File: src/rtl/twrsm_pkg.sv
package twrsm_pkg;

    localparam int unsigned TickW = 10;
    localparam int unsigned FrameBits = 16;
    localparam int unsigned ReadBits = 12;
    localparam int unsigned BitIdxW = 5;
    localparam int unsigned CfgIdxW = 2;

    localparam logic [1:0] ACT_PLAIN = 2'd0;
    localparam logic [1:0] ACT_WRITE = 2'd1;
    localparam logic [1:0] ACT_READ  = 2'd2;

    localparam logic [CfgIdxW-1:0] CFG_PHASE_TICKS  = 2'd0;
    localparam logic [CfgIdxW-1:0] CFG_SETTLE_TICKS = 2'd1;

    localparam logic [TickW-1:0] PHASE_TICKS_RST  = 10'd2;
    localparam logic [TickW-1:0] SETTLE_TICKS_RST = 10'd10;

    localparam logic [BitIdxW-1:0] WR_FIRST_BIT = 5'd15;
    localparam logic [BitIdxW-1:0] RA_FIRST_BIT = 5'd4;
    localparam logic [BitIdxW-1:0] RD_FIRST_BIT = 5'd11;
    localparam logic [BitIdxW-1:0] RD_LIMIT     = 5'd12;

    typedef struct packed {
        logic [1:0]  action;
        logic [4:0]  reg_addr;
        logic [11:0] write_data;
        logic        data_in;
    } t_in_item;

    typedef struct packed {
        logic        pin_data;
        logic        pin_clock;
        logic        pin_latch_enable;
        logic        pin_read_mode;
        logic        data_pin_driven;
        logic        busy_res;
        logic        read_valid;
        logic [11:0] read_value;
    } t_out_item;

endpackage

File: src/rtl/three_wire_rf_serial_master.sv
// Channel   Direction  Handshake               Payload
// in        request    i_in_valid / o_in_stall  t_in_item  (one tick)
// out       result     o_out_valid / i_out_stall t_out_item (pins after the tick)
// cfg       write      i_cfg_valid / o_cfg_ready i_cfg_index, i_cfg_data
//
// One request is taken every cycle while the input is not stalled; its result is
// registered and shows in the next cycle. The sequencer state, hold counter and result
// register update in the same cycle. A stalled result holds and stalls the input; a
// request is still taken when the waiting result is taken in the same cycle.
// Synchronous active-low reset returns the sequencer to idle with the default tick counts.
module three_wire_rf_serial_master
    import twrsm_pkg::*;
(
    input  logic                 i_clk,
    input  logic                 i_rst_n,
    input  logic                 i_in_valid,
    output logic                 o_in_stall,
    input  t_in_item             i_in_data,
    output logic                 o_out_valid,
    input  logic                 i_out_stall,
    output t_out_item            o_out_data,
    input  logic                 i_cfg_valid,
    output logic                 o_cfg_ready,
    input  logic [CfgIdxW-1:0]   i_cfg_index,
    input  logic [TickW-1:0]     i_cfg_data
);

    typedef enum logic [4:0] {
        ST_IDLE    = 5'd0,
        ST_W_PRE   = 5'd1,
        ST_W_LE1   = 5'd2,
        ST_W_LE0   = 5'd3,
        ST_W_BIT0  = 5'd4,
        ST_W_BIT1  = 5'd5,
        ST_W_BIT2  = 5'd6,
        ST_W_POST  = 5'd7,
        ST_W_TAIL  = 5'd8,
        ST_R_LE1   = 5'd9,
        ST_R_LE0   = 5'd10,
        ST_R_ADDR0 = 5'd11,
        ST_R_ADDR1 = 5'd12,
        ST_R_ADDR2 = 5'd13,
        ST_R_TURN0 = 5'd14,
        ST_R_TURN1 = 5'd15,
        ST_R_TURN2 = 5'd16,
        ST_R_DATA0 = 5'd17,
        ST_R_DATA1 = 5'd18,
        ST_R_DATA2 = 5'd19,
        ST_R_DATA3 = 5'd20,
        ST_R_DATA4 = 5'd21,
        ST_R_END   = 5'd22
    } t_step;

    t_step                r_step, n_step;
    logic [TickW-1:0]     r_hold, n_hold;
    logic [BitIdxW-1:0]   r_bit, n_bit;
    logic [FrameBits-1:0] r_frame, n_frame;
    logic [ReadBits-1:0]  r_accum, n_accum;
    logic [TickW-1:0]     r_phase_ticks;
    logic [TickW-1:0]     r_settle_ticks;
    logic                 r_out_valid;
    t_out_item            r_out;
    t_out_item            n_out;
    logic                 n_done;
    logic                 in_accept;
    logic [TickW-1:0]     dur_cur;
    logic [TickW-1:0]     dur_next;
    logic [TickW:0]       hold_inc;
    logic                 frame_bit;
    logic                 clk_w;
    logic                 clk_r;

    function automatic logic [TickW-1:0] step_dur(input t_step s,
                                                  input logic [TickW-1:0] phase,
                                                  input logic [TickW-1:0] settle);
        logic [TickW-1:0] d;
        if (s == ST_W_PRE || s == ST_W_LE0 || s == ST_W_POST ||
            s == ST_R_LE1 || s == ST_R_LE0) begin
            d = settle;
        end else begin
            d = phase;
        end
        if (d == '0) begin
            d = TickW'(1);
        end
        return d;
    endfunction

    assign o_in_stall  = r_out_valid & i_out_stall;
    assign in_accept   = i_in_valid & ~o_in_stall;
    assign o_cfg_ready = 1'b1;
    assign o_out_valid = r_out_valid;
    assign o_out_data  = r_out;

    assign dur_cur  = step_dur(r_step, r_phase_ticks, r_settle_ticks);
    assign dur_next = step_dur(n_step, r_phase_ticks, r_settle_ticks);
    assign hold_inc = {1'b0, r_hold} + (TickW+1)'(1);

    always_comb begin
        n_step  = r_step;
        n_hold  = r_hold;
        n_bit   = r_bit;
        n_frame = r_frame;
        n_accum = r_accum;
        n_done  = 1'b0;
        if (r_step != ST_IDLE) begin
            if (hold_inc >= {1'b0, dur_cur}) begin
                n_hold = '0;
                unique case (r_step)
                    ST_W_LE0: begin
                        n_step = ST_W_BIT0;
                        n_bit  = WR_FIRST_BIT;
                    end
                    ST_W_BIT2: begin
                        if (r_bit == '0) begin
                            n_step = ST_W_POST;
                        end else begin
                            n_bit  = r_bit - BitIdxW'(1);
                            n_step = ST_W_BIT0;
                        end
                    end
                    ST_R_LE0: begin
                        n_step = ST_R_ADDR0;
                        n_bit  = RA_FIRST_BIT;
                    end
                    ST_R_ADDR2: begin
                        if (r_bit == '0) begin
                            n_step = ST_R_TURN0;
                        end else begin
                            n_bit  = r_bit - BitIdxW'(1);
                            n_step = ST_R_ADDR0;
                        end
                    end
                    ST_R_TURN2: begin
                        n_step = ST_R_DATA0;
                        n_bit  = RD_FIRST_BIT;
                    end
                    ST_R_DATA4: begin
                        if (r_bit == '0) begin
                            n_step = ST_R_END;
                        end else begin
                            n_bit  = r_bit - BitIdxW'(1);
                            n_step = ST_R_DATA0;
                        end
                    end
                    ST_R_END: begin
                        n_step = ST_IDLE;
                        n_done = 1'b1;
                    end
                    ST_W_PRE, ST_W_LE1, ST_W_BIT0, ST_W_BIT1, ST_W_POST,
                    ST_R_LE1, ST_R_ADDR0, ST_R_ADDR1, ST_R_TURN0, ST_R_TURN1,
                    ST_R_DATA0, ST_R_DATA1, ST_R_DATA2, ST_R_DATA3: begin
                        n_step = t_step'(r_step + 5'd1);
                    end
                    default: begin
                        n_step = ST_IDLE;
                    end
                endcase
            end else begin
                n_hold = hold_inc[TickW-1:0];
            end
        end else if (i_in_data.action == ACT_WRITE) begin
            n_frame = {i_in_data.write_data, i_in_data.reg_addr[3:0]};
            n_step  = ST_W_PRE;
            n_hold  = '0;
        end else if (i_in_data.action == ACT_READ) begin
            n_frame = FrameBits'(i_in_data.reg_addr);
            n_accum = '0;
            n_step  = ST_R_LE1;
            n_hold  = '0;
        end

        if (n_step == ST_R_DATA3 &&
            ({1'b0, n_hold} + (TickW+1)'(1)) >= {1'b0, dur_next} &&
            i_in_data.data_in && n_bit < RD_LIMIT) begin
            n_accum[n_bit[3:0]] = 1'b1;
        end
    end

    always_comb begin
        frame_bit = n_bit[4] ? 1'b0 : n_frame[n_bit[3:0]];
        clk_w = 1'b0;
        clk_r = 1'b0;
        unique case (n_step)
            ST_W_BIT0:  clk_w = ~n_bit[0];
            ST_W_BIT1:  clk_w = 1'b1;
            ST_W_BIT2:  clk_w = n_bit[0];
            ST_R_ADDR0: clk_r = n_bit[0];
            ST_R_ADDR1: clk_r = 1'b1;
            ST_R_ADDR2: clk_r = ~n_bit[0];
            default: begin
                clk_w = 1'b0;
                clk_r = 1'b0;
            end
        endcase

        n_out = '0;
        n_out.busy_res        = (n_step != ST_IDLE);
        n_out.read_valid      = n_done;
        n_out.read_value      = n_accum;
        n_out.data_pin_driven = ~(n_step >= ST_R_TURN0 && n_step <= ST_R_END);
        unique case (n_step)
            ST_W_BIT0, ST_W_BIT1, ST_W_BIT2: begin
                n_out.pin_data  = frame_bit;
                n_out.pin_clock = clk_w;
            end
            ST_R_ADDR0, ST_R_ADDR1, ST_R_ADDR2: begin
                n_out.pin_data  = frame_bit;
                n_out.pin_clock = clk_r;
            end
            ST_W_LE1, ST_W_POST, ST_W_TAIL, ST_R_LE1: begin
                n_out.pin_latch_enable = 1'b1;
            end
            ST_R_TURN0, ST_R_DATA1, ST_R_DATA2, ST_R_DATA3: begin
                n_out.pin_read_mode = 1'b1;
                n_out.pin_clock     = 1'b1;
            end
            ST_R_TURN1, ST_R_TURN2, ST_R_DATA0, ST_R_DATA4: begin
                n_out.pin_read_mode = 1'b1;
            end
            ST_R_END: begin
                n_out.pin_read_mode    = 1'b1;
                n_out.pin_latch_enable = 1'b1;
            end
            default: begin
                n_out.pin_data = 1'b0;
            end
        endcase
    end

    always_ff @(posedge i_clk) begin
        if (!i_rst_n) begin
            r_step         <= ST_IDLE;
            r_hold         <= '0;
            r_bit          <= '0;
            r_frame        <= '0;
            r_accum        <= '0;
            r_phase_ticks  <= PHASE_TICKS_RST;
            r_settle_ticks <= SETTLE_TICKS_RST;
            r_out_valid    <= 1'b0;
            r_out          <= '0;
        end else begin
            if (i_cfg_valid && o_cfg_ready) begin
                if (i_cfg_index == CFG_PHASE_TICKS) begin
                    r_phase_ticks <= i_cfg_data;
                end else if (i_cfg_index == CFG_SETTLE_TICKS) begin
                    r_settle_ticks <= i_cfg_data;
                end
            end
            if (in_accept) begin
                r_step      <= n_step;
                r_hold      <= n_hold;
                r_bit       <= n_bit;
                r_frame     <= n_frame;
                r_accum     <= n_accum;
                r_out       <= n_out;
                r_out_valid <= 1'b1;
            end else if (!i_out_stall) begin
                r_out_valid <= 1'b0;
            end
        end
    end

endmodule

File: config.mk
export PLATFORM = sky130hd
export DESIGN_NAME = three_wire_rf_serial_master
export DESIGN_NICKNAME = d
export VERILOG_FILES = /design/src/rtl/twrsm_pkg.sv /design/src/rtl/three_wire_rf_serial_master.sv
export SDC_FILE = /design/constraint.sdc
export NUM_CORES = 1
export LEC_CHECK = 0
export BUFFER_PORTS_ARGS = -buffer_cell sky130_fd_sc_hd__buf_2
export CORE_MARGIN = 4
export CORE_UTILIZATION = 49
export CTS_BUF_LIST = sky130_fd_sc_hd__clkbuf_16
export CTS_CLUSTER_DIAMETER = 50
export DETAILED_ROUTE_END_ITERATION = 16
export PLACE_DENSITY = 0.69
export SLEW_MARGIN = 20
export SYNTH_ARGS = -nofsm -noshare
export SYNTH_HDL_FRONTEND = slang
export SYNTH_SLANG_ARGS = --single-unit
File: constraint.sdc
create_clock -name i_clk -period 7.76 [get_ports i_clk]
set_input_delay 0.388 -clock i_clk [delete_from_list [all_inputs] [get_ports i_clk]]
set_output_delay 0.388 -clock i_clk [all_outputs]
set_load 0.03 [all_outputs]
# After elaboration in Yosys (flattened, before gate mapping)
# Cells that the tools add are included.
# Widths: inputs -> output; s select.
word_totals:
  register_bits: 76
  input_bits: 37
  output_inout_bits: 22
  word_cells: 152
classes:
  eq_ne: 47
  addsub: 4
  n_bitwise: 7
  n_reduce_logical: 29
  magnitude_cmp: 7
  n_mux: 43
ops:
  columns: ["operator", "count"]
  rows:
  - ["$mux 10", 8]
  - ["$eq 5x4->1 const B", 15]
  - ["$eq 5x5->1 const B", 14]
  - ["$mux 12", 4]
  - ["$mux 16", 3]
  - ["$eq 5x3->1 const B", 8]
  - ["$mux 5", 7]
  - ["$pmux 5 s7", 1]
  - ["$add 10x1->11 const B", 2]
  - ["$ge 11x10->1", 2]
  - ["$eq 5x2->1 const B", 4]
  - ["$logic_not 10->1", 2]
  - ["$pmux 5 s4", 1]
  - ["$reduce_or 14->1", 1]
  - ["$or 12x12->12", 1]
  - ["$mux 1", 11]
  - ["$eq 5x1->1 const B", 2]
  - ["$reduce_bool 5->1", 2]
  - ["$pmux 1 s3", 3]
  - ["$reduce_or 3->1", 3]
  - ["$reduce_or 9->1", 1]
  - ["$logic_or 1x1->1", 8]
  - ["$mux 3", 2]
  - ["$reduce_or 6->1", 1]
  - ["22 further kinds", 31]

# Longest topological paths before layout
# Gate-level depths: netlist (run 1).
logic_depth:
  ltp_word: 24
  ltp_mapped: 31
  mapped_depth_nobuf: 28

# Worst setup path before layout (run 1)
# No wires, ideal clock.
synth_timing:
  path_kind: "reg-to-reg"
  from: "reg r_step[0]"
  to: "reg r_out, in the netlist o_out_data[10]"
  setup_slack_ns: 1.957
  stages_incl_launch_ff: 31
  t_arrival_ns: 5.686
  setup_time_ns: 0.117
  path_cell_list: "dfxtp_1 inv_1 ha_1 buf_2 a21oi_1 o22ai_1 nand2_1 mux2i_1 nand4_1 o31ai_1 ha_1 nor2b_1 o21a_1 nor3_2 o21ai_1 o32ai_1 or2_2 a211oi_1 a21o_1 buf_6 mux2i_1 ha_1 nand2b_1 a21o_1 a21o_1 a211oi_1 o21a_1 o21ai_0 a21oi_2 nor4b_4 a22o_1"
synth_between:
  elab_chain_cells: 24
  word_cells_on_any_way: 69
synth_lines:
  columns: ["element", "line", "rtl"]
  rows:
  - ["start, declared", "three_wire_rf_serial_master.sv:54", "t_step r_step, n_step;"]
  - ["start signal, assigned", "three_wire_rf_serial_master.sv:251", "r_step <= n_step;"]
  - ["$eq 5x1->1 or $eq 5x2->1 (tied branches)", "three_wire_rf_serial_master.sv:77, three_wire_rf_serial_master.sv:109", null]
  - ["$logic_or 1x1->1 (3 in a row)", "three_wire_rf_serial_master.sv:77", "if (s == ST_W_PRE || s == ST_W_LE0 || s == ST_W_POST ||"]
  - ["$logic_or 1x1->1", "three_wire_rf_serial_master.sv:78", "s == ST_R_LE1 || s == ST_R_LE0) begin"]
  - ["$mux 10", "three_wire_rf_serial_master.sv:77", null]
  - ["$logic_not 10->1", "three_wire_rf_serial_master.sv:83", "if (d == '0) begin"]
  - ["$mux 10", "three_wire_rf_serial_master.sv:83", null]
  - ["$ge 11x10->1", "three_wire_rf_serial_master.sv:107", "if (hold_inc >= {1'b0, dur_cur}) begin"]
  - ["$mux 5", "three_wire_rf_serial_master.sv:107", null]
  - ["(+6 left out)", null, null]
  - ["$mux 10", "three_wire_rf_serial_master.sv:77", null]
  - ["$logic_not 10->1", "three_wire_rf_serial_master.sv:83", null]
  - ["$mux 10", "three_wire_rf_serial_master.sv:83", null]
  - ["$ge 11x10->1", "three_wire_rf_serial_master.sv:174", "({1'b0, n_hold} + (TickW+1)'(1)) >= {1'b0, dur_next} &&"]
  - ["$logic_and 1x1->1", "three_wire_rf_serial_master.sv:173", "if (n_step == ST_R_DATA3 &&"]
  - ["$logic_and 1x1->1", "three_wire_rf_serial_master.sv:174", null]
  - ["$logic_and 1x1->1", "three_wire_rf_serial_master.sv:175", "i_in_data.data_in && n_bit < RD_LIMIT) begin"]
  - ["$mux 12 (*)", "three_wire_rf_serial_master.sv:173", null]
  - ["end signal, assigned", "three_wire_rf_serial_master.sv:256", "r_out <= n_out;"]
  - ["end, declared", "three_wire_rf_serial_master.sv:62", "t_out_item r_out;"]
# Every way passes the cells marked *; elsewhere a longest branch is shown, timed or not.
# A chain may end at the register's enable or synchronous reset.

# Worst setup path in the final report (run 1)
layout_timing:
  from: "reg r_step[0]"
  to: "reg r_out, in the netlist o_out_data[6]"
# The elaborated chain is that of the path after synthesis.

==> results of run 1 <==
## cell usage after synthesis (all sizes together), types with 4 or more instances
master,count
a221oi,5
nor3,15
inv,19
nor2b,32
o21a,7
nand4,5
a32oi,8
or2,4
ha,28
a21o,9
a22o,13
o211a,10
nand2,73
nand3,19
mux2i,49
o22ai,7
o31ai,6
a22oi,14
and2,12
xnor2,12
a21boi,8
a211oi,4
nor2,35
a21oi,22
nand2b,7
a31oi,7
xor2,8
clkbuf,25
o221ai,5
dfxtp,76
nor3b,10
buf,21
o21ai,36
## final timing paths
path	endpoint	cells past startpoint	slack, ns
hold reg to reg	r_bit[4]	1	0.47
setup / recovery	o_out_data[6]	28	0.60
setup reg to reg	o_out_data[6]	28	0.60
hold / removal	o_out_valid	2	0.28
## flip-flops by register name, summed over array words and instances, names as in the netlist
signal,flops
r_frame,16
r_bit,5
r_phase_ticks,10
o_out_valid,1
r_settle_ticks,10
o_out_data,19
r_hold,10
r_step,5
## final cells by class
type	instances	area (sq um)
clock buffers	9	225
clock inverters	5	55.1
fillers	1017	4870
inverters	19	71.3
multi-input cells	528	3830
flip-flops and latches	76	1520
well taps	140	175
repair buffers	64	338
## layer usage
| layer | vias to the layer above | routed length [um] | part of all wire (%) |
|---|---|---|---|
| li1 | 2542 | - | - |
| met1 | 2489 | 7410 | 49 |
| met2 | 145 | 6780 | 44 |
| met3 | 18 | 820 | 5.4 |
| met4 | 0 | 246 | 1.6 |
| met5 | - | 0 | 0 |
## critical path, delay by kind of cell, from the launching register on
family / cells / cell delay, ns
compound gates: 15 / 3.49
fa+ha+maj: 3 / 0.76
buf+inv: 1 / 0.12
flops: 1 / 0.42
mux: 2 / 0.62
simple gates: 7 / 1.64
## cell families (layout without fill, tap and decap cells)
kind of cell / count (synthesis) / in the layout / synth area share [%]
flops: 76 / 76 / 27.0
xor+xnor: 20 / 20 / 3.10
mux: 52 / 52 / 9.29
fa+ha+maj: 28 / 28 / 6.21
other cells: 1 / 1 / 0.0664
buf+inv: 65 / 97 / 5.36
compound gates: 201 / 201 / 27.8
simple gates: 226 / 226 / 21.2
## placed cells by master (no fill, tap or decap), types with 13 or more instances in the layout
master,n
a21oi_1,19
a22o_1,13
buf_2,57
dfxtp_1,76
ha_1,28
inv_1,16
mux2i_1,49
nand2_1,73
nand3_1,19
nor2_1,34
nor2b_1,32
nor3_1,13
o21ai_0,33
## timing repair
item	CTS	global route
hold buffers	0	0
buffers inserted	0	0
setup endpoints to repair	0	12
gates resized for setup	0	1
endpoints found under the hold margin	0	0
## through the flow
stage	instance area, sq um	setup slack (ns)	hold slack, ns
floorplan	5640	1.96	0.444
global placement	5930	0.970	0.457
detailed placement	5930	0.528	0.463
CTS	6210	0.490	0.277
global route	6210	0.0151	0.290
finish	6210	0.602	0.284
## power breakdown
group	internal (W)	switching (W)
Combinational	0.000182	0.000306
Clock	0.000244	0.000168
Sequential	0.000409	0.0000196
Total	0.000835	0.000493
==> impl_results.md, run 1 <==
* Least-Margin Pin Slew at approximately 1.0 ns
* Num CTS Buffers at 9
* Io pins at 59
* Initial Util at about half
* Crit. End Element: register
* Vias at between 5000 and 6000
* Crit. Startpoint: r_step[0]
* Ant diodes at 0
* Netlist cell types at 86
* Final Wtd Congestion at about 0.9
* Synth top area cells: dfxtp_1 (27%), mux2i_1 (8.7%), ha_1 (6.2%)
* Ys flop type: dfxtp_1
* Number of DRC markers in iteration 0 at 446
* CTS H-tree depth at 3
* Syn Inst Count at 669
* Post-layout nets at 763
* Critical path's slowest cell: nand2_1
* Critical path peak fanout at 11
* Final setup viols at 0
* Post-synth ARST share at 0%
* Routed Antenna Nets at 0
* Post-synth top area cell: dfxtp_1
* Layout cell share with drive strength beyond 1 at 16.8%
* Non-Filler Instances at 841
* Clock latency at the later pin of the worst-skew pair at roughly 0.35 ns
* Max rail drop VDD at 139 uV
* Final count of hold timing violations at 0
* F_max at 140 MHz
* PD cells at between 200 and 250 nW/um^2
* Gr ovfl total at 0
* Die Width at approximately 120 um
* Data arrival, critical path at 7.40 ns
* Skew final at 0.00944 ns
* CTS root buf: clkbuf_16
* Pwr Total at 0.00133 W
* Vias/cell at approximately 6.2
* Setup TNS at 0 ns
* I/O Buffers at 57
* Critical path class: reg2reg
* Die H at 115 um
* Post-synthesis cell area at 5640 sq um
* Fin util at 56.1%
* CP most frequent cell: ha_1
* Largest stage delay on the critical path at 0.43 ns
* Global-route wire length before repair at ~26 mm
* Row Count at 38
* FF-to-FF Start: r_step[0]
* Max-slew violation count at 0
* Syn nets at between 700 and 800
* Worst-case clock buffer depth at 2
* Startpoint type of the worst setup path: register
* DR pass1 iterations at 5
* MaxCap Viol Count at 0
* Routed wire length at 15.3 mm
* Unrepaired setup endpoints after global routing: no
* M2 GR Usage at around 37%
* Yosys warns at 0
* Syn avg cell area at 8.44 sq um
* Outcome: complete, no violations
* Worst Path Required at 8.00 ns
* Lkg Pwr at around 2.7 nW
* Area delta synth->final at 10.1%
* Largest net degree at the start of global routing at 67
* Post-synthesis sequential area ratio at 27.0%
* Die footprint at 13300 sq um
* Relative slew margins at between 30% and 40%
* Final worst-path cycle share at approximately 92%
* Dpl hpwl at between 10 and 15 mm
* Clk slew on worst S/H paths at 0.06 ns
* Total GRT Usage at 24.3%
* Final min period at 7.16 ns
* Vias in the first global route at ~5000
* # DRC at 0
* Met1 usage at 34.4%
* Wire per inst at between 15 and 20 um
* Hold path start: i_in_valid
* Post-synth EDFFs at 0
* Post-synth top area share at 27.0%
* Worst Hold Class: in2reg
* Top Usage Layer GRT: met2
* Yosys reg bits at 76
* CTS tree: yes
* Clock sinks at 76
* Initial antenna violation count at 0
* Met3 usage at 4.84%
* Core Region at 11100 sq um
* Placed cells at slightly above 800
No activity file was read; power rests on OpenSTA's default activity.
==> run 2: changes to the inputs <==
--- a/config.mk
+++ b/config.mk
@@ -8,8 +8,7 @@
 export BUFFER_PORTS_ARGS = -buffer_cell sky130_fd_sc_hd__buf_2
 export CORE_MARGIN = 4
 export CORE_UTILIZATION = 49
-export CTS_BUF_LIST = sky130_fd_sc_hd__clkbuf_16
-export CTS_CLUSTER_DIAMETER = 50
+export CTS_CLUSTER_DIAMETER = 40
 export DETAILED_ROUTE_END_ITERATION = 16
 export PLACE_DENSITY = 0.69
 export SLEW_MARGIN = 20
==> run 2 against run 1 <==
Net effect: cell count unchanged; utilization increased by 0.090 points; global-route usage about the same; critical path depth unchanged; flip-flop and latch count unchanged; largest cell class unchanged.
==> impl_results.md, run 2 (synthesis gave the netlist of run 1 again) <==
* Outcome: complete, no violations (unchanged)
* CP most frequent cell: ha_1 (unchanged)
* CTS H-tree depth at 3 (unchanged)
* Relative slew margins at 30.9% (was 30.6%)
* Die H at 115 um (unchanged)
* Buffers plus inverters on the worst setup path at 1 (unchanged)
* Unrepaired setup endpoints after global routing: no (unchanged)
* Final Wtd Congestion at 0.899 (unchanged)
* Post_cts resized at 0 (unchanged)
* Global-route wire length before repair at 25.9 mm (was 25.8 mm)
* Final count of hold timing violations at 0 (unchanged)
* Largest net degree at the start of global routing at 67 (unchanged)
* Crit. Startpoint: r_step[0] (unchanged)
* Max rail drop VDD at 138 uV (was 139 uV)
* Largest stage delay on the critical path at 0.43 ns (about the same)
* Most frequent cells in the layout: dfxtp_1 (76), nand2_1 (73), buf_2 (57) (unchanged)
* Skew final at 0.00995 ns (was 0.00944 ns)
* Post-layout nets at 763 (unchanged)
* Vias in the first global route at 5123 (was 5122)
* Clk slew on worst S/H paths at 0.06 ns (about the same)
* Io pins at 59 (unchanged)
* Cts hold-fix bufs at 0 (unchanged)
* Clock latency at the later pin of the worst-skew pair at 0.35 ns (about the same)
* Total GRT Usage at 24.3% (about the same)
* MaxCap Viol Count at 0 (unchanged)
* Area post-placement at 5930 sq um (unchanged)
* Final min period at 7.16 ns (about the same)
* Hold path start: i_in_valid (unchanged)
* Ant diodes at 0 (unchanged)
* Data arrival, critical path at 7.39 ns (was 7.40 ns)
* Critical path peak fanout at 11 (unchanged)
* Wire per inst at 18.1 um (about the same)
* Number of DRC markers in iteration 0 at 459 (was 446)
* Lkg Pwr at 2.68 nW (was 2.67 nW)
* F_max at 140 MHz (about the same)
* Routed Antenna Nets at 0 (unchanged)
* Routed wire length at 15.3 mm (about the same)
* CTS tree: yes (unchanged)
* Die footprint at 13300 sq um (unchanged)
* Worst Path Required at 7.99 ns (was 8.00 ns)
* Number of setup buffers added after CTS at 0 (unchanged)
* Startpoint type of the worst setup path: register (unchanged)
* Row Count at 38 (unchanged)
* Setup TNS at 0 ns (unchanged)
* Vias at 5208 (was 5194)
* PD cells at 215 nW/um^2 (was 214 nW/um^2)
* Crit. End Element: register (unchanged)
* Vias/cell at 6.19 (was 6.18)
* # DRC at 0 (unchanged)
* DR pass1 iterations at 5 (unchanged)
* Layout cell share with drive strength beyond 1 at 17.0% (was 16.8%)
* CTS root buf: clkbuf_16 (unchanged)
* Dpl hpwl at 11.2 mm (unchanged)
* Worst path top cell family by delay: compound AO/OA/AOI/OAI gates (unchanged)
* FF-to-FF Start: r_step[0] (unchanged)
* Final worst-path cycle share at 92.2% (about the same)
* Min-Delay Path Depth at 2 (unchanged)
* Core Region at 11100 sq um (unchanged)
* Worst Reg2Reg Path Length in Cells at 28 (unchanged)
* Final instance area at 6220 sq um (was 6210 sq um)
* Commonest non-fill, non-tap cell in the layout: dfxtp_1 (unchanged)
* Initial antenna violation count at 0 (unchanged)
* Largest register FFs at 19 (unchanged)
* Clock sinks at 76 (unchanged)
* Initial Util at 50.9% (unchanged)
* I/O Buffers at 57 (unchanged)
* Worst-case clock buffer depth at 2 (unchanged)
* Critical path depth at 28 (unchanged)
* Area delta synth->final at 10.2% (was 10.1%)
* Critical path's slowest cell: nand2_1 (unchanged)
* Num CTS Buffers at 9 (unchanged)
* Die Width at 115 um (unchanged)
* Final setup viols at 0 (unchanged)
* Gr ovfl total at 0 (unchanged)
* Critical path class: reg2reg (unchanged)
* Max-slew violation count at 0 (unchanged)
* Worst Hold Class: in2reg (unchanged)
* Least-Margin Pin Slew at 1.04 ns (about the same)
[run 2: area by class of cell]
class	count	area (sq um)
inverter	19	71.3
clock buffer	10	239
timing repair buffer	64	338
tap	140	175
multi-input combinational	528	3830
fill	1018	4860
clock inverter	4	51.3
sequential	76	1520
[run 2: through the flow]
stage | total power [W] | hold WS (ns) | cells | util [%] | worst slack, ns
after global routing | 0.00142 | 0.301 | 841 | 56.2 | 0.0152
after CTS | 0.00134 | 0.277 | 841 | 56.2 | 0.490
after global placement | 0.000909 | 0.457 | 827 | 53.5 | 0.970
after floorplan | 0.000817 | 0.444 | 669 | - | 1.96
final | 0.00134 | 0.286 | 841 | 56.2 | 0.604
after detailed placement | 0.000917 | 0.463 | 827 | 53.5 | 0.528
[run 2: metal layers]
metal	wire [um]	GRT usage, %
met5	0	0
met2	6740	37.0
met1	7450	34.5
met3	758	3.89
met4	314	9.23
[run 2: worst reg2reg max path, delay by kind of cell, from the launching register on]
kind	cells	cell delay, ns
AND/OR/NAND/NOR	7	1.64
flip-flops	1	0.42
AO/OA/AOI/OAI	15	3.46
multiplexers	2	0.64
buffers and inverters	1	0.12
adder cells (fa/ha/maj)	3	0.76
[run 2: power breakdown]
part | switching, W | internal (W) | leakage (nW) | total, W
logic | 0.000308 | 0.000182 | 1.92 | 0.000490
registers | 0.0000195 | 0.000409 | 0.619 | 0.000428
clock network | 0.000166 | 0.000254 | 0.140 | 0.000420
total | 0.000494 | 0.000845 | 2.68 | 0.00134
[run 2: final timing paths]
check / slack (ns) / to
worst min register to register: 0.47 / r_bit[4]
worst min-delay path: 0.29 / o_out_valid
worst max register to register: 0.60 / o_out_data[3]
worst max-delay path: 0.60 / o_out_data[3]
==> run 3: changes to the inputs <==
--- a/config.mk
+++ b/config.mk
@@ -7,10 +7,10 @@
 export LEC_CHECK = 0
 export BUFFER_PORTS_ARGS = -buffer_cell sky130_fd_sc_hd__buf_2
 export CORE_MARGIN = 4
-export CORE_UTILIZATION = 49
+export CORE_UTILIZATION = 60
 export CTS_CLUSTER_DIAMETER = 40
 export DETAILED_ROUTE_END_ITERATION = 16
-export PLACE_DENSITY = 0.69
+export PLACE_DENSITY = 0.82
 export SLEW_MARGIN = 20
 export SYNTH_ARGS = -nofsm -noshare
 export SYNTH_HDL_FRONTEND = slang
==> run 3 against run 2 <==
Net effect: clock skew is 0.0047 ns higher; fmax is 0.80% lower; combinational power is 0.8% higher.
==> impl_results.md, run 3 (synthesis gave the netlist of run 1 again) <==
* CP most frequent cell: ha_1 (unchanged)
* Initial antenna violation count at 0 (unchanged)
* Clock latency at the later pin of the worst-skew pair at 0.35 ns (about the same)
* Worst Path Required at 8.01 ns (was 7.99 ns)
* Final count of hold timing violations at 0 (unchanged)
* Commonest non-fill, non-tap cell in the layout: dfxtp_1 (unchanged)
* Num CTS Buffers at 9 (unchanged)
* Io pins at 59 (unchanged)
* Post-place setup slack at 0.536 ns (was 0.528 ns)
* Die footprint at 11000 sq um (was 13300 sq um)
* Final worst-path cycle share at 93.0% (was 92.2%)
* Die H at 105 um (was 115 um)
* Relative slew margins at 25.8% (was 30.9%)
* Switching pwr at 0.000498 W (was 0.000494 W)
* Worst Hold Class: in2reg (unchanged)
* Wire per inst at 18.8 um (was 18.1 um)
* Internal power at 0.000750 W (was 0.000845 W)
* Post-layout nets at 762 (was 763)
* Largest stage delay on the critical path at 0.45 ns (was 0.43 ns)
* Clk slew on worst S/H paths at 0.09 ns (was 0.06 ns)
* Gr ovfl total at 0 (unchanged)
* Cts hold-fix bufs at 0 (unchanged)
* Skew final at 0.0146 ns (was 0.00995 ns)
* Initial Util at 61.4% (was 50.9%)
* Vias/cell at 6.55 (was 6.19)
* Area post-placement at 5890 sq um (was 5930 sq um)
* Clock power frac at 26.2% (was 31.4%)
* Layout cell share with drive strength beyond 1 at 17.1% (was 17.0%)
* Sw Ratio at 39.9% (was 36.9%)
* Global-route wire length before repair at 25.5 mm (was 25.9 mm)
* Combinational Power Share at 39.5% (was 36.6%)
* F_max at 139 MHz (was 140 MHz)
* Core Region at 9200 sq um (was 11100 sq um)
* PD cells at 205 nW/um^2 (was 215 nW/um^2)
* Final setup margin at 0.546 ns (was 0.604 ns)
* Critical path peak fanout at 11 (unchanged)
* Largest register FFs at 19 (unchanged)
* I/O Buffers at 57 (unchanged)
* Most frequent cells in the layout: dfxtp_1 (76), nand2_1 (73), buf_2 (57) (unchanged)
* Ant diodes at 0 (unchanged)
* Final min period at 7.21 ns (was 7.16 ns)
* CTS tree: yes (unchanged)
* Final instance area at 6100 sq um (was 6220 sq um)
* Placed cells at 797 (was 827)
* Reg power frac at 34.3% (was 32.0%)
* FF-to-FF Start: r_step[0] (unchanged)
* Worst-case clock buffer depth at 2 (unchanged)
* Pwr Total at 0.00125 W (was 0.00134 W)
* Non-Filler Instances at 813 (was 841)
* Setup TNS at 0 ns (unchanged)
* Vias at 5327 (was 5208)
* Startpoint type of the worst setup path: register (unchanged)
* Vias in the first global route at 5072 (was 5123)
* Reg-to-Reg End: o_out_data[3] (unchanged)
* CTS root buf: clkbuf_8 (was clkbuf_16)
* Max rail drop VDD at 128 uV (was 138 uV)
* Met1 usage at 38.8% (was 34.5%)
* Hold path start: i_in_valid (unchanged)
* Worst Reg2Reg Path Length in Cells at 28 (unchanged)
* Data arrival, critical path at 7.46 ns (was 7.39 ns)
* Worst Hold End: o_out_valid (unchanged)
* Outcome: complete, no violations (unchanged)
* Unrepaired setup endpoints after global routing: no (unchanged)
* Row Count at 35 (was 38)
* Crit. End Element: register (unchanged)
* Total GRT Usage at 27.8% (was 24.3%)
* DR pass1 iterations at 5 (unchanged)
* Least-Margin Pin Slew at 1.11 ns (was 1.04 ns)
* Routed Antenna Nets at 0 (unchanged)
* Critical path's slowest cell: dfxtp_1 (was nand2_1)
* Dpl hpwl at 11.1 mm (was 11.2 mm)
* Final setup viols at 0 (unchanged)
* Lkg Pwr at 2.63 nW (was 2.68 nW)
* Routed wire length at 15.3 mm (about the same)
* Top Usage Layer GRT: met2 (unchanged)
* Max-slew violation count at 0 (unchanged)
* Largest net degree at the start of global routing at 67 (unchanged)
* Number of DRC markers in iteration 0 at 441 (was 459)
* Final Wtd Congestion at 0.945 (was 0.899)
* MaxCap Viol Count at 0 (unchanged)
* # DRC at 0 (unchanged)
* Critical path class: reg2reg (unchanged)
* Area delta synth->final at 8.00% (was 10.2%)
* Die Width at 105 um (was 115 um)
* Filler cells at 757 (was 1018)
* Min-Delay Path Depth at 2 (unchanged)
* Reg2Reg Setup Slack at 0.55 ns (was 0.60 ns)
* Met3 usage at 4.45% (was 3.89%)
* CTS H-tree depth at 3 (unchanged)
* M2 GR Usage at 44.2% (was 37.0%)
* Clock sinks at 76 (unchanged)
[run 3: changes by cell type in the layout (fill, tap and decap cells not counted)]
cell,change
clkinv_4,-1
clkbuf_8,+9
clkbuf_16,-9
inv_6,+2
clkinvlp_4,+2
clkinv_2,-1
buf_4,-1
[run 3: area by class of cell]
type	count	area [sq um]	area share, %
Inverter	19	71.3	1.17
Tap cell	111	139	2.28
Clock inverter	6	70.1	1.15
Clock buffer	10	138	2.26
Timing Repair Buffer	63	330	5.42
Multi-Input combinational cell	528	3830	62.8
Sequential cell	76	1520	25.0
[run 3: worst max-delay path by stage]
stage / start / cells past startpoint / slack [ns] / endpoint
4_1_cts: r_step[0] / 28 / 0.46 / o_out_data[3]
3_5_place_dp: r_step[0] / 28 / 0.54 / o_out_data[6]
3_3_place_gp: r_step[0] / 28 / 0.97 / o_out_data[10]
5_1_grt: r_step[0] / 28 / 0.07 / o_out_data[5]
6_report: r_step[0] / 28 / 0.55 / o_out_data[3]
2_1_floorplan: r_step[0] / 30 / 1.96 / o_out_data[10]
[run 3: stage by stage]
step	hold WS [ns]	utilization [%]
after global placement	0.458	64.0
after CTS	0.261	66.3
after floorplan	0.444	-
final	0.263	66.3
after detailed placement	0.459	64.0
after global routing	0.274	66.3
[run 3: worst max-delay path: cells and delay by family (launching register included)]
kind	cells	cell delay, ns
AOI/OAI and AO/OA	15	3.59
adders and majority gates	3	0.74
buffers and inverters	1	0.13
DFF	1	0.45
muxes	2	0.57
and+or+nand+nor	7	1.61
[run 3: layer usage]
| metal | part of all wire [%] | up-vias |
|---|---|---|
| met2 | 46 | 245 |
| met5 | 0 | - |
| met4 | 1.5 | 0 |
| met1 | 45 | 2516 |
| met3 | 7.2 | 22 |
| li1 | - | 2544 |
[run 3: repair_timing]
| item | 4_1_cts | 5_1_grt |
|---|---|---|
| buffers inserted | 0 | 0 |
| resized for setup | 0 | 1 |
| endpoints found under the setup margin | 0 | 12 |
[run 3: power groups by stage]
stage / Combinational (W) / Clock, W / Sequential (W)
2_1_floorplan: 0.000380 / 0 / 0.000437
3_3_place_gp: 0.000467 / 0 / 0.000435
3_5_place_dp: 0.000481 / 0 / 0.000436
4_1_cts: 0.000484 / 0.000329 / 0.000427
5_1_grt: 0.000536 / 0.000346 / 0.000430
6_report: 0.000494 / 0.000327 / 0.000428
